==> src/rtl/rpd_pkg.sv <==
// shared types, constants and reset values of the proximity door block
package rpd_pkg;

	// tracker phase of one mode
	typedef enum logic [1:0] {
		PH_WAIT   = 2'd0,
		PH_APPEAR = 2'd1,
		PH_STRONG = 2'd2,
		PH_LEAVE  = 2'd3
	} phase_t;

	// register indexes on the configuration port
	typedef enum logic [1:0] {
		REG_APPEAR = 2'd0,
		REG_STRONG = 2'd1,
		REG_SUDDEN = 2'd2,
		REG_GRACE  = 2'd3
	} reg_idx_t;

	// sighting modes
	localparam logic MODE_SCAN    = 1'b0;
	localparam logic MODE_CLASSIC = 1'b1;

	// configuration port geometry
	localparam int unsigned PADDR_W = 4;
	localparam int unsigned PDATA_W = 32;

	// reset values of the registers
	localparam logic signed [7:0] APPEAR_RST = -8'sd95;
	localparam logic signed [7:0] STRONG_RST = -8'sd80;
	localparam logic signed [7:0] SUDDEN_RST = -8'sd55;
	localparam logic [15:0]       GRACE_RST  = 16'd10000;

	// minimum rssi move that counts as a classic edge
	localparam logic [8:0] EDGE_DELTA = 9'd5;

	typedef struct packed {
		logic signed [7:0] appear_threshold;
		logic signed [7:0] strong_threshold;
		logic signed [7:0] sudden_threshold;
		logic [15:0]       boot_grace_ms;
	} cfg_t;

	typedef struct packed {
		logic              mode;
		logic signed [7:0] rssi;
		logic              seen;
		logic              lost;
		logic              open_accepted;
		logic [31:0]       time_ms;
	} item_t;

	typedef struct packed {
		logic       open_request;
		logic       close_request;
		logic [1:0] phase_now;
		logic       armed_now;
		logic       evaluated;
	} res_t;

endpackage

==> src/rtl/rpd_ifs.sv <==
// valid/ready channel interfaces for sightings and results

interface rpd_in_if;
	logic              valid;
	logic              ready;
	logic              mode;
	logic signed [7:0] rssi;
	logic              seen;
	logic              lost;
	logic              open_accepted;
	logic [31:0]       time_ms;

	modport source (output valid, mode, rssi, seen, lost, open_accepted, time_ms,
		input ready);
	modport sink (input valid, mode, rssi, seen, lost, open_accepted, time_ms,
		output ready);
endinterface

interface rpd_out_if;
	logic       valid;
	logic       ready;
	logic       open_request;
	logic       close_request;
	logic [1:0] phase_now;
	logic       armed_now;
	logic       evaluated;

	modport source (output valid, open_request, close_request, phase_now, armed_now,
		evaluated, input ready);
	modport sink (input valid, open_request, close_request, phase_now, armed_now,
		evaluated, output ready);
endinterface

==> src/rtl/rssi_proximity_door_fsm_unit.sv <==
// top level of the rssi proximity door controller
// path: an item taken sits in the input register; its result is then loaded into the
// output register and offered until it is taken
// throughput: one item per cycle while the output is not stalled; a stalled
// output holds one result while one more item waits in the input register
// reset: arst_n clears trackers, arming and classic history and loads register defaults
module rssi_proximity_door_fsm_unit (
	input  logic                        clk,
	input  logic                        arst_n,
	rpd_in_if.sink                      in_ch,
	rpd_out_if.source                   out_ch,
	input  logic                        psel,
	input  logic                        penable,
	input  logic                        pwrite,
	input  logic [rpd_pkg::PADDR_W-1:0] paddr,
	input  logic [rpd_pkg::PDATA_W-1:0] pwdata,
	output logic [rpd_pkg::PDATA_W-1:0] prdata,
	output logic                        pready
);
	rpd_pkg::cfg_t  cfg;
	rpd_pkg::item_t item_s1;
	rpd_pkg::res_t  res, res_q;
	logic           valid_s1, out_valid_q, fire;

	// input item moves on when the output register is free or being emptied
	assign fire         = valid_s1 && (!out_valid_q || out_ch.ready);
	assign in_ch.ready  = !valid_s1 || fire;

	rpd_cfg_regs u_cfg (
		.clk     (clk),
		.arst_n  (arst_n),
		.psel    (psel),
		.penable (penable),
		.pwrite  (pwrite),
		.paddr   (paddr),
		.pwdata  (pwdata),
		.prdata  (prdata),
		.pready  (pready),
		.cfg     (cfg)
	);

	rpd_core u_core (
		.clk    (clk),
		.arst_n (arst_n),
		.fire   (fire),
		.item   (item_s1),
		.cfg    (cfg),
		.res    (res)
	);

	// input register control
	always_ff @(posedge clk or negedge arst_n) begin
		if (!arst_n) begin
			valid_s1 <= 1'b0;
		end else if (in_ch.ready) begin
			valid_s1 <= in_ch.valid;
		end
	end

	// input register payload
	always_ff @(posedge clk) begin
		if (in_ch.valid && in_ch.ready) begin
			item_s1.mode          <= in_ch.mode;
			item_s1.rssi          <= in_ch.rssi;
			item_s1.seen          <= in_ch.seen;
			item_s1.lost          <= in_ch.lost;
			item_s1.open_accepted <= in_ch.open_accepted;
			item_s1.time_ms       <= in_ch.time_ms;
		end
	end

	// output register control
	always_ff @(posedge clk or negedge arst_n) begin
		if (!arst_n) begin
			out_valid_q <= 1'b0;
		end else if (fire) begin
			out_valid_q <= 1'b1;
		end else if (out_ch.ready) begin
			out_valid_q <= 1'b0;
		end
	end

	// output register payload
	always_ff @(posedge clk) begin
		if (fire) begin
			res_q <= res;
		end
	end

	assign out_ch.valid         = out_valid_q;
	assign out_ch.open_request  = res_q.open_request;
	assign out_ch.close_request = res_q.close_request;
	assign out_ch.phase_now     = res_q.phase_now;
	assign out_ch.armed_now     = res_q.armed_now;
	assign out_ch.evaluated     = res_q.evaluated;

	// a waiting item never overwrites a result that has not been taken
	a_no_overwrite: assert property (@(posedge clk) disable iff (!arst_n)
		(out_valid_q && !out_ch.ready) |-> !fire)
		else $error("result register overwritten while stalled");

	// an item that moves on from the input register is in the output register in the next cycle
	a_s1_drains: assert property (@(posedge clk) disable iff (!arst_n)
		fire |=> out_valid_q)
		else $error("result lost after the input stage");
endmodule

==> src/rtl/rpd_cfg_regs.sv <==
// configuration registers behind the apb-style port
module rpd_cfg_regs (
	input  logic                        clk,
	input  logic                        arst_n,
	input  logic                        psel,
	input  logic                        penable,
	input  logic                        pwrite,
	input  logic [rpd_pkg::PADDR_W-1:0] paddr,
	input  logic [rpd_pkg::PDATA_W-1:0] pwdata,
	output logic [rpd_pkg::PDATA_W-1:0] prdata,
	output logic                        pready,
	output rpd_pkg::cfg_t               cfg
);
	rpd_pkg::cfg_t     cfg_q;
	rpd_pkg::reg_idx_t idx;
	logic              wr_en;

	// word index and write strobe
	assign idx    = rpd_pkg::reg_idx_t'(paddr[3:2]);
	assign wr_en  = psel && penable && pwrite;
	assign pready = 1'b1;
	assign cfg    = cfg_q;

	// register file
	always_ff @(posedge clk or negedge arst_n) begin
		if (!arst_n) begin
			cfg_q.appear_threshold <= rpd_pkg::APPEAR_RST;
			cfg_q.strong_threshold <= rpd_pkg::STRONG_RST;
			cfg_q.sudden_threshold <= rpd_pkg::SUDDEN_RST;
			cfg_q.boot_grace_ms    <= rpd_pkg::GRACE_RST;
		end else if (wr_en) begin
			unique case (idx)
				rpd_pkg::REG_APPEAR: cfg_q.appear_threshold <= pwdata[7:0];
				rpd_pkg::REG_STRONG: cfg_q.strong_threshold <= pwdata[7:0];
				rpd_pkg::REG_SUDDEN: cfg_q.sudden_threshold <= pwdata[7:0];
				rpd_pkg::REG_GRACE:  cfg_q.boot_grace_ms    <= pwdata[15:0];
			endcase
		end
	end

	// read back, zero-extended
	always_comb begin
		unique case (idx)
			rpd_pkg::REG_APPEAR: prdata = {24'd0, cfg_q.appear_threshold};
			rpd_pkg::REG_STRONG: prdata = {24'd0, cfg_q.strong_threshold};
			rpd_pkg::REG_SUDDEN: prdata = {24'd0, cfg_q.sudden_threshold};
			rpd_pkg::REG_GRACE:  prdata = {16'd0, cfg_q.boot_grace_ms};
		endcase
	end
endmodule

==> src/rtl/rpd_core.sv <==
// tracker state, classification, classic edge gating and phase update
module rpd_core (
	input  logic           clk,
	input  logic           arst_n,
	input  logic           fire,
	input  rpd_pkg::item_t item,
	input  rpd_pkg::cfg_t  cfg,
	output rpd_pkg::res_t  res
);
	rpd_pkg::phase_t   scan_phase_q, classic_phase_q;
	rpd_pkg::phase_t   cur_ph, nxt_ph;
	logic              close_armed_q, armed_nxt;
	logic              started_q, last_seen_q;
	logic signed [7:0] last_rssi_q;

	logic       sig, strong_sig, sudden, gone, edge_hit, eval;
	logic       open_req, try_close, set_arm, grace_over;
	logic [8:0] diff, mag;

	// classify the sighting
	assign sig        = item.seen && (item.rssi >= cfg.appear_threshold);
	assign strong_sig = sig && (item.rssi >= cfg.strong_threshold);
	assign sudden     = sig && (item.rssi >= cfg.sudden_threshold);
	assign gone       = (item.mode == rpd_pkg::MODE_CLASSIC) ? !item.seen
		: (!sig || item.lost);

	// classic edge: first sample, seen change or rssi move of five or more
	assign diff     = {item.rssi[7], item.rssi} - {last_rssi_q[7], last_rssi_q};
	assign mag      = diff[8] ? (~diff + 9'd1) : diff;
	assign edge_hit = !started_q || (item.seen != last_seen_q)
		|| (item.seen && (mag >= rpd_pkg::EDGE_DELTA));
	assign eval     = (item.mode == rpd_pkg::MODE_SCAN) || edge_hit;

	assign cur_ph     = (item.mode == rpd_pkg::MODE_CLASSIC) ? classic_phase_q : scan_phase_q;
	assign grace_over = item.time_ms >= {16'd0, cfg.boot_grace_ms};

	// phase transition of the selected tracker
	always_comb begin
		nxt_ph    = cur_ph;
		open_req  = 1'b0;
		try_close = 1'b0;
		set_arm   = 1'b0;
		unique case (cur_ph)
			rpd_pkg::PH_WAIT: begin
				if (sig && !sudden) begin
					open_req = 1'b1;
					set_arm  = item.open_accepted;
					nxt_ph   = rpd_pkg::PH_APPEAR;
				end else if (sudden) begin
					nxt_ph = rpd_pkg::PH_STRONG;
				end
			end
			rpd_pkg::PH_APPEAR: begin
				if (strong_sig) begin
					open_req = 1'b1;
					set_arm  = item.open_accepted;
					nxt_ph   = rpd_pkg::PH_STRONG;
				end else if (gone) begin
					try_close = 1'b1;
					nxt_ph    = rpd_pkg::PH_WAIT;
				end
			end
			rpd_pkg::PH_STRONG: begin
				if (!strong_sig && sig) begin
					set_arm = 1'b1;
					nxt_ph  = rpd_pkg::PH_LEAVE;
				end else if (gone) begin
					try_close = 1'b1;
					nxt_ph    = rpd_pkg::PH_WAIT;
				end
			end
			rpd_pkg::PH_LEAVE: begin
				if (gone) begin
					set_arm   = 1'b1;
					try_close = 1'b1;
					nxt_ph    = rpd_pkg::PH_WAIT;
				end else if (strong_sig) begin
					nxt_ph = rpd_pkg::PH_STRONG;
				end
			end
		endcase
	end

	assign armed_nxt = close_armed_q || (eval && set_arm);

	// result of this item
	assign res.open_request  = eval && open_req;
	assign res.close_request = eval && try_close && grace_over && armed_nxt;
	assign res.phase_now     = eval ? nxt_ph : cur_ph;
	assign res.armed_now     = armed_nxt;
	assign res.evaluated     = eval;

	// tracker state
	always_ff @(posedge clk or negedge arst_n) begin
		if (!arst_n) begin
			scan_phase_q    <= rpd_pkg::PH_WAIT;
			classic_phase_q <= rpd_pkg::PH_WAIT;
			close_armed_q   <= 1'b0;
			started_q       <= 1'b0;
			last_seen_q     <= 1'b0;
			last_rssi_q     <= '0;
		end else if (fire && eval) begin
			close_armed_q <= armed_nxt;
			if (item.mode == rpd_pkg::MODE_CLASSIC) begin
				classic_phase_q <= nxt_ph;
				started_q       <= 1'b1;
				last_seen_q     <= item.seen;
				last_rssi_q     <= item.rssi;
			end else begin
				scan_phase_q <= nxt_ph;
			end
		end
	end

	// close only goes out once armed
	a_close_armed: assert property (@(posedge clk) disable iff (!arst_n)
		res.close_request |-> res.armed_now)
		else $error("close request while unarmed");

	// requests only on evaluated items
	a_req_eval: assert property (@(posedge clk) disable iff (!arst_n)
		(res.open_request || res.close_request) |-> res.evaluated)
		else $error("request on an item that was not evaluated");

	// arming is never withdrawn
	a_armed_sticky: assert property (@(posedge clk) disable iff (!arst_n)
		close_armed_q |=> close_armed_q)
		else $error("close arming cleared");

	// a scan item leaves its reported phase behind
	a_scan_phase: assert property (@(posedge clk) disable iff (!arst_n)
		(fire && item.mode == rpd_pkg::MODE_SCAN) |=>
		(scan_phase_q == $past(res.phase_now)))
		else $error("scan phase does not match reported phase");
endmodule

==> src/flat_wrapper.sv <==
// flat-port wrapper written by rule: the top's interface ports become plain ports
module rssi_proximity_door_fsm_unit_flat 
  (clk, arst_n, psel, penable, pwrite, paddr, pwdata, prdata, pready, in_ch_valid, in_ch_mode, in_ch_rssi, in_ch_seen, in_ch_lost, in_ch_open_accepted, in_ch_time_ms, in_ch_ready, out_ch_valid, out_ch_open_request, out_ch_close_request, out_ch_phase_now, out_ch_armed_now, out_ch_evaluated, out_ch_ready);
  rpd_in_if in_ch_i ();
  rpd_out_if out_ch_i ();
  input  logic clk;
  input  logic arst_n;
  input  logic psel;
  input  logic penable;
  input  logic pwrite;
  input  logic [rpd_pkg::PADDR_W-1:0] paddr;
  input  logic [rpd_pkg::PDATA_W-1:0] pwdata;
  output logic [rpd_pkg::PDATA_W-1:0] prdata;
  output logic pready;
  input wire logic [$bits(in_ch_i.valid)-1:0] in_ch_valid;
  input wire logic [$bits(in_ch_i.mode)-1:0] in_ch_mode;
  input wire logic [$bits(in_ch_i.rssi)-1:0] in_ch_rssi;
  input wire logic [$bits(in_ch_i.seen)-1:0] in_ch_seen;
  input wire logic [$bits(in_ch_i.lost)-1:0] in_ch_lost;
  input wire logic [$bits(in_ch_i.open_accepted)-1:0] in_ch_open_accepted;
  input wire logic [$bits(in_ch_i.time_ms)-1:0] in_ch_time_ms;
  output wire logic [$bits(in_ch_i.ready)-1:0] in_ch_ready;
  output wire logic [$bits(out_ch_i.valid)-1:0] out_ch_valid;
  output wire logic [$bits(out_ch_i.open_request)-1:0] out_ch_open_request;
  output wire logic [$bits(out_ch_i.close_request)-1:0] out_ch_close_request;
  output wire logic [$bits(out_ch_i.phase_now)-1:0] out_ch_phase_now;
  output wire logic [$bits(out_ch_i.armed_now)-1:0] out_ch_armed_now;
  output wire logic [$bits(out_ch_i.evaluated)-1:0] out_ch_evaluated;
  input wire logic [$bits(out_ch_i.ready)-1:0] out_ch_ready;
  assign in_ch_i.valid = in_ch_valid;
  assign in_ch_i.mode = in_ch_mode;
  assign in_ch_i.rssi = in_ch_rssi;
  assign in_ch_i.seen = in_ch_seen;
  assign in_ch_i.lost = in_ch_lost;
  assign in_ch_i.open_accepted = in_ch_open_accepted;
  assign in_ch_i.time_ms = in_ch_time_ms;
  assign in_ch_ready = in_ch_i.ready;
  assign out_ch_valid = out_ch_i.valid;
  assign out_ch_open_request = out_ch_i.open_request;
  assign out_ch_close_request = out_ch_i.close_request;
  assign out_ch_phase_now = out_ch_i.phase_now;
  assign out_ch_armed_now = out_ch_i.armed_now;
  assign out_ch_evaluated = out_ch_i.evaluated;
  assign out_ch_i.ready = out_ch_ready;
  rssi_proximity_door_fsm_unit u_core (.clk(clk), .arst_n(arst_n), .in_ch(in_ch_i), .out_ch(out_ch_i), .psel(psel), .penable(penable), .pwrite(pwrite), .paddr(paddr), .pwdata(pwdata), .prdata(prdata), .pready(pready));
endmodule
==> config.mk <==
export PLATFORM = sky130hd
export DESIGN_NAME = rssi_proximity_door_fsm_unit_flat
export DESIGN_NICKNAME = d
export VERILOG_FILES = /design/src/rtl/rpd_pkg.sv /design/src/rtl/rpd_ifs.sv /design/src/rtl/rssi_proximity_door_fsm_unit.sv /design/src/rtl/rpd_cfg_regs.sv /design/src/rtl/rpd_core.sv /design/src/flat_wrapper.sv
export SDC_FILE = /design/constraint.sdc
export NUM_CORES = 1
export LEC_CHECK = 0
export BUFFER_PORTS_ARGS = -buffer_cell sky130_fd_sc_hd__buf_2
export CORE_MARGIN = 2
export CORE_UTILIZATION = 49
export DETAILED_ROUTE_END_ITERATION = 8
export MAX_ROUTING_LAYER = met4
export PLACE_DENSITY = 0.7
export REMOVE_ABC_BUFFERS = 1
export SYNTH_ARGS = -nofsm -noshare
export SYNTH_HDL_FRONTEND = slang
export SYNTH_HIERARCHICAL = 1
export SYNTH_SLANG_ARGS = --single-unit
==> constraint.sdc <==
create_clock -name clk -period 4.71 [get_ports clk]
set_clock_uncertainty 0.2 [all_clocks]
set_input_delay 0.471 -clock clk [delete_from_list [all_inputs] [get_ports clk]]
set_output_delay 0.471 -clock clk [all_outputs]
set_load 0.03 [all_outputs]
==> results.sh <==
export IMPL_outcome="finished clean"
export IMPL_die_x_microns=116
export IMPL_setup_viol=0
export IMPL_synth_area_leaders="edfxtp_1, dfrtp_1, ha_1"
export IMPL_cp_num_buf_inv=3
export IMPL_ir_drop_mv=0.316
export IMPL_vias_per_cell=5.29
export IMPL_die_h_microns=116
export IMPL_rsz0062_at_grt="no"
export IMPL_ys_types=77
export IMPL_final_area_sq_um=6940
export IMPL_crit_type="register to register"
export IMPL_slowest_stage="fa_1"
export IMPL_num_nets_final=724
export IMPL_max_slew_margin_pct=36.7
export IMPL_cts_sinks=107
export IMPL_powerDensity_nw_per_um2=480
export IMPL_synth_common_cells="inv_1, mux2_2, edfxtp_1"
export IMPL_async_flop_share_pct=53.3
export IMPL_dpl_cell_area_sq_um=6620
export IMPL_fin_cells=760
export IMPL_gr_usage_all_layers_pct=20.4
export IMPL_cpPeakStageDelay_ns=0.52
export IMPL_yosysSeqAreaShare_pct=48.2
export IMPL_fin_hold_ws_ns=0.0567
export IMPL_grt_overflow_total=0
export IMPL_total_power_mw=3.33
export IMPL_clock_path_buffers=2
export IMPL_fmax_ghz=0.251
export IMPL_fp_row_count=40
export IMPL_cp_common_cell="inv_1"
export IMPL_synth_seq_cells=107
export IMPL_hold_viol_final=0
export IMPL_htreeDepth=3
export IMPL_synth_edf_count=50
export IMPL_syn_to_final_growth_pct=13.5
export IMPL_ios=128
export IMPL_period_share_pct=84.5
export IMPL_path_delay_family="adder cells"
export IMPL_io_buffers=92
export IMPL_post_cts_buffers=0
export IMPL_cts_tree="yes"
export IMPL_maxCapViolCount=0
export IMPL_first_global_vias=4212
export IMPL_yosysTopAreaCellShare_pct=24.6
export IMPL_coreArea_sq_um=12100
export IMPL_hold_class="primary input to async pin"
export IMPL_clk_latency_ns=0.36
export IMPL_start_util_pct=50.5
export IMPL_grt_pass1_wl_microns=20500
export IMPL_worstPathRequired_ns=4.61
export IMPL_finalWeightedCongestion=0.843
export IMPL_ant_nets=0
export IMPL_vias=4022
export IMPL_fin_crit_ns=3.98
export IMPL_critPathLaunchType="register"
export IMPL_layout_drive_gt1_share_pct=35.1
export IMPL_cts_hold_buffers=0
export IMPL_crit_path_cell_trace="inv_1, ha_1, inv_1, fa_1, inv_1, ha_1, nor4b_1, a32oi_2, xor2_1, o311ai_0, o2111ai_1, o22ai_2, and2b_4, mux2_2"
export IMPL_ys_flop_type="edfxtp_1"
export IMPL_die_area_sq_um=13400
export IMPL_tightest_slew_ns=0.948
export IMPL_synth_area_sq_um=6110
export IMPL_syn_inst=497
export IMPL_cts_resized=0
export IMPL_grt_max_degree=58
export IMPL_hpwl_microns=9140
export IMPL_synth_avg_cell_area_sq_um=12.3
export IMPL_clock_root_buffer="clkbuf_16"
export IMPL_yosysWarnings=6
export IMPL_first_iter_violations=147
export IMPL_p_leak_nw=3.08
export IMPL_antenna_cells=0
export IMPL_yosys_area_top_type="edfxtp_1"
export IMPL_clkTransAtPathRegs_ns=0.07
export IMPL_synth_most_common_cell="inv_1"
export IMPL_wl_microns=12300
export IMPL_drt_pre_antenna_iters=4
export IMPL_numCtsBuffers=9
export IMPL_finalMaxSlewViolations=0
export IMPL_drc_errors=0
export IMPL_crit_path_max_fanout=6
export IMPL_setup_tns_ns=0
export IMPL_crit_path_end_kind="register"
export IMPL_grt_antenna_before_repair=0
export IMPL_arrival_ns=3.88
export IMPL_dp_cells=744
export IMPL_wl_per_cell_microns=16.2
-- final cells by class --
class	count	area, sq um
inverter	56	210
clock buffer	9	225
multi-input combinational	320	2790
sequential	107	2950
fill	1047	5180
clock inverter	7	87.6
tap	168	210
timing repair buffer	93	468
-- kinds of logic after synthesis --
logic type / Yosys count / synth area share [%]
buf+inv: 85 / 7.10
xor+xnor: 8 / 1.15
simple gates: 108 / 10.6
other cells: 2 / 0.123
fa+ha+maj: 50 / 10.4
mux: 66 / 13.6
flops: 107 / 48.2
compound gates: 71 / 8.82
-- path summary, 6_finish.rpt --
kind,from,endpoint,slack [ns],depth (start not counted)
setup / recovery,u_core/item_s1[35],u_core/out_ch.phase_now[0],0.73,14
hold / removal,arst_n,u_core/u_cfg/cfg[1],0.06,2
setup reg to reg,u_core/item_s1[35],u_core/out_ch.phase_now[0],0.73,14
hold reg to reg,u_core/u_core/last_rssi_q[4],u_core/u_core/last_rssi_q[4],0.31,1
max in group asynchronous,arst_n,u_core/u_core/started_q,3.76,2
min in group clk,in_ch_time_ms[19],u_core/item_s1[19],0.08,1
-- where the power goes --
| part | internal (mW) | leakage, nW | switching, mW |
|---|---|---|---|
| clock network | 0.423 | 0.146 | 0.360 |
| registers | 1.18 | 1.14 | 0.111 |
| logic | 0.551 | 1.79 | 0.700 |
-- cells in the final DEF (no fill, tap or decap), drive strengths merged, types with 4 or more instances in the layout --
cell and n:
dfrtp 42, nor3 8, edfxtp 50, a211oi 5, ha 49, a2111oi 4
or2 4, buf 93, a21oi 13, a21o 6, mux4 8, nor2 16
nand4 7, nor2b 5, dfstp 15, xnor2 6, nand2b 9, inv 58
nand3 4, mux2 55, clkbuf 9, nor4b 4, and3 11, nand2 21
conb 17, o21ai 12
-- sequential cells by signal (all words and copies together), names as in the netlist --
name,count
u_core/u_core/last_seen_q,1
u_core/u_core/close_armed_q,1
u_core/out_ch.open_request,1
u_core/valid_s1,1
u_core/out_ch.close_request,1
u_core/out_ch.valid,1
u_core/u_core/classic_phase_q,2
u_core/out_ch.armed_now,1
u_core/u_core/started_q,1
u_core/item_s1,44
u_core/u_core/last_rssi_q,8
u_core/u_cfg/cfg,40
u_core/out_ch.phase_now,2
u_core/out_ch.evaluated,1
u_core/u_core/scan_phase_q,2
-- through the flow --
stage | utilization, % | setup WS (ns)
floorplan | - | 1.22
global placement | 54.7 | 0.872
detailed placement | 54.7 | 0.746
CTS | 57.3 | 0.718
global route | 57.3 | 0.529
finish | 57.3 | 0.732
-- routing by layer --
metal	vias up	track usage, %	routed length [microns]
met2	90	34.0	6220
met5	-	-	0
met3	15	3.45	452
met1	1959	25.7	5460
met4	0	6.19	180
li1	1958	-	-
(Power assumes the default switching activity.)
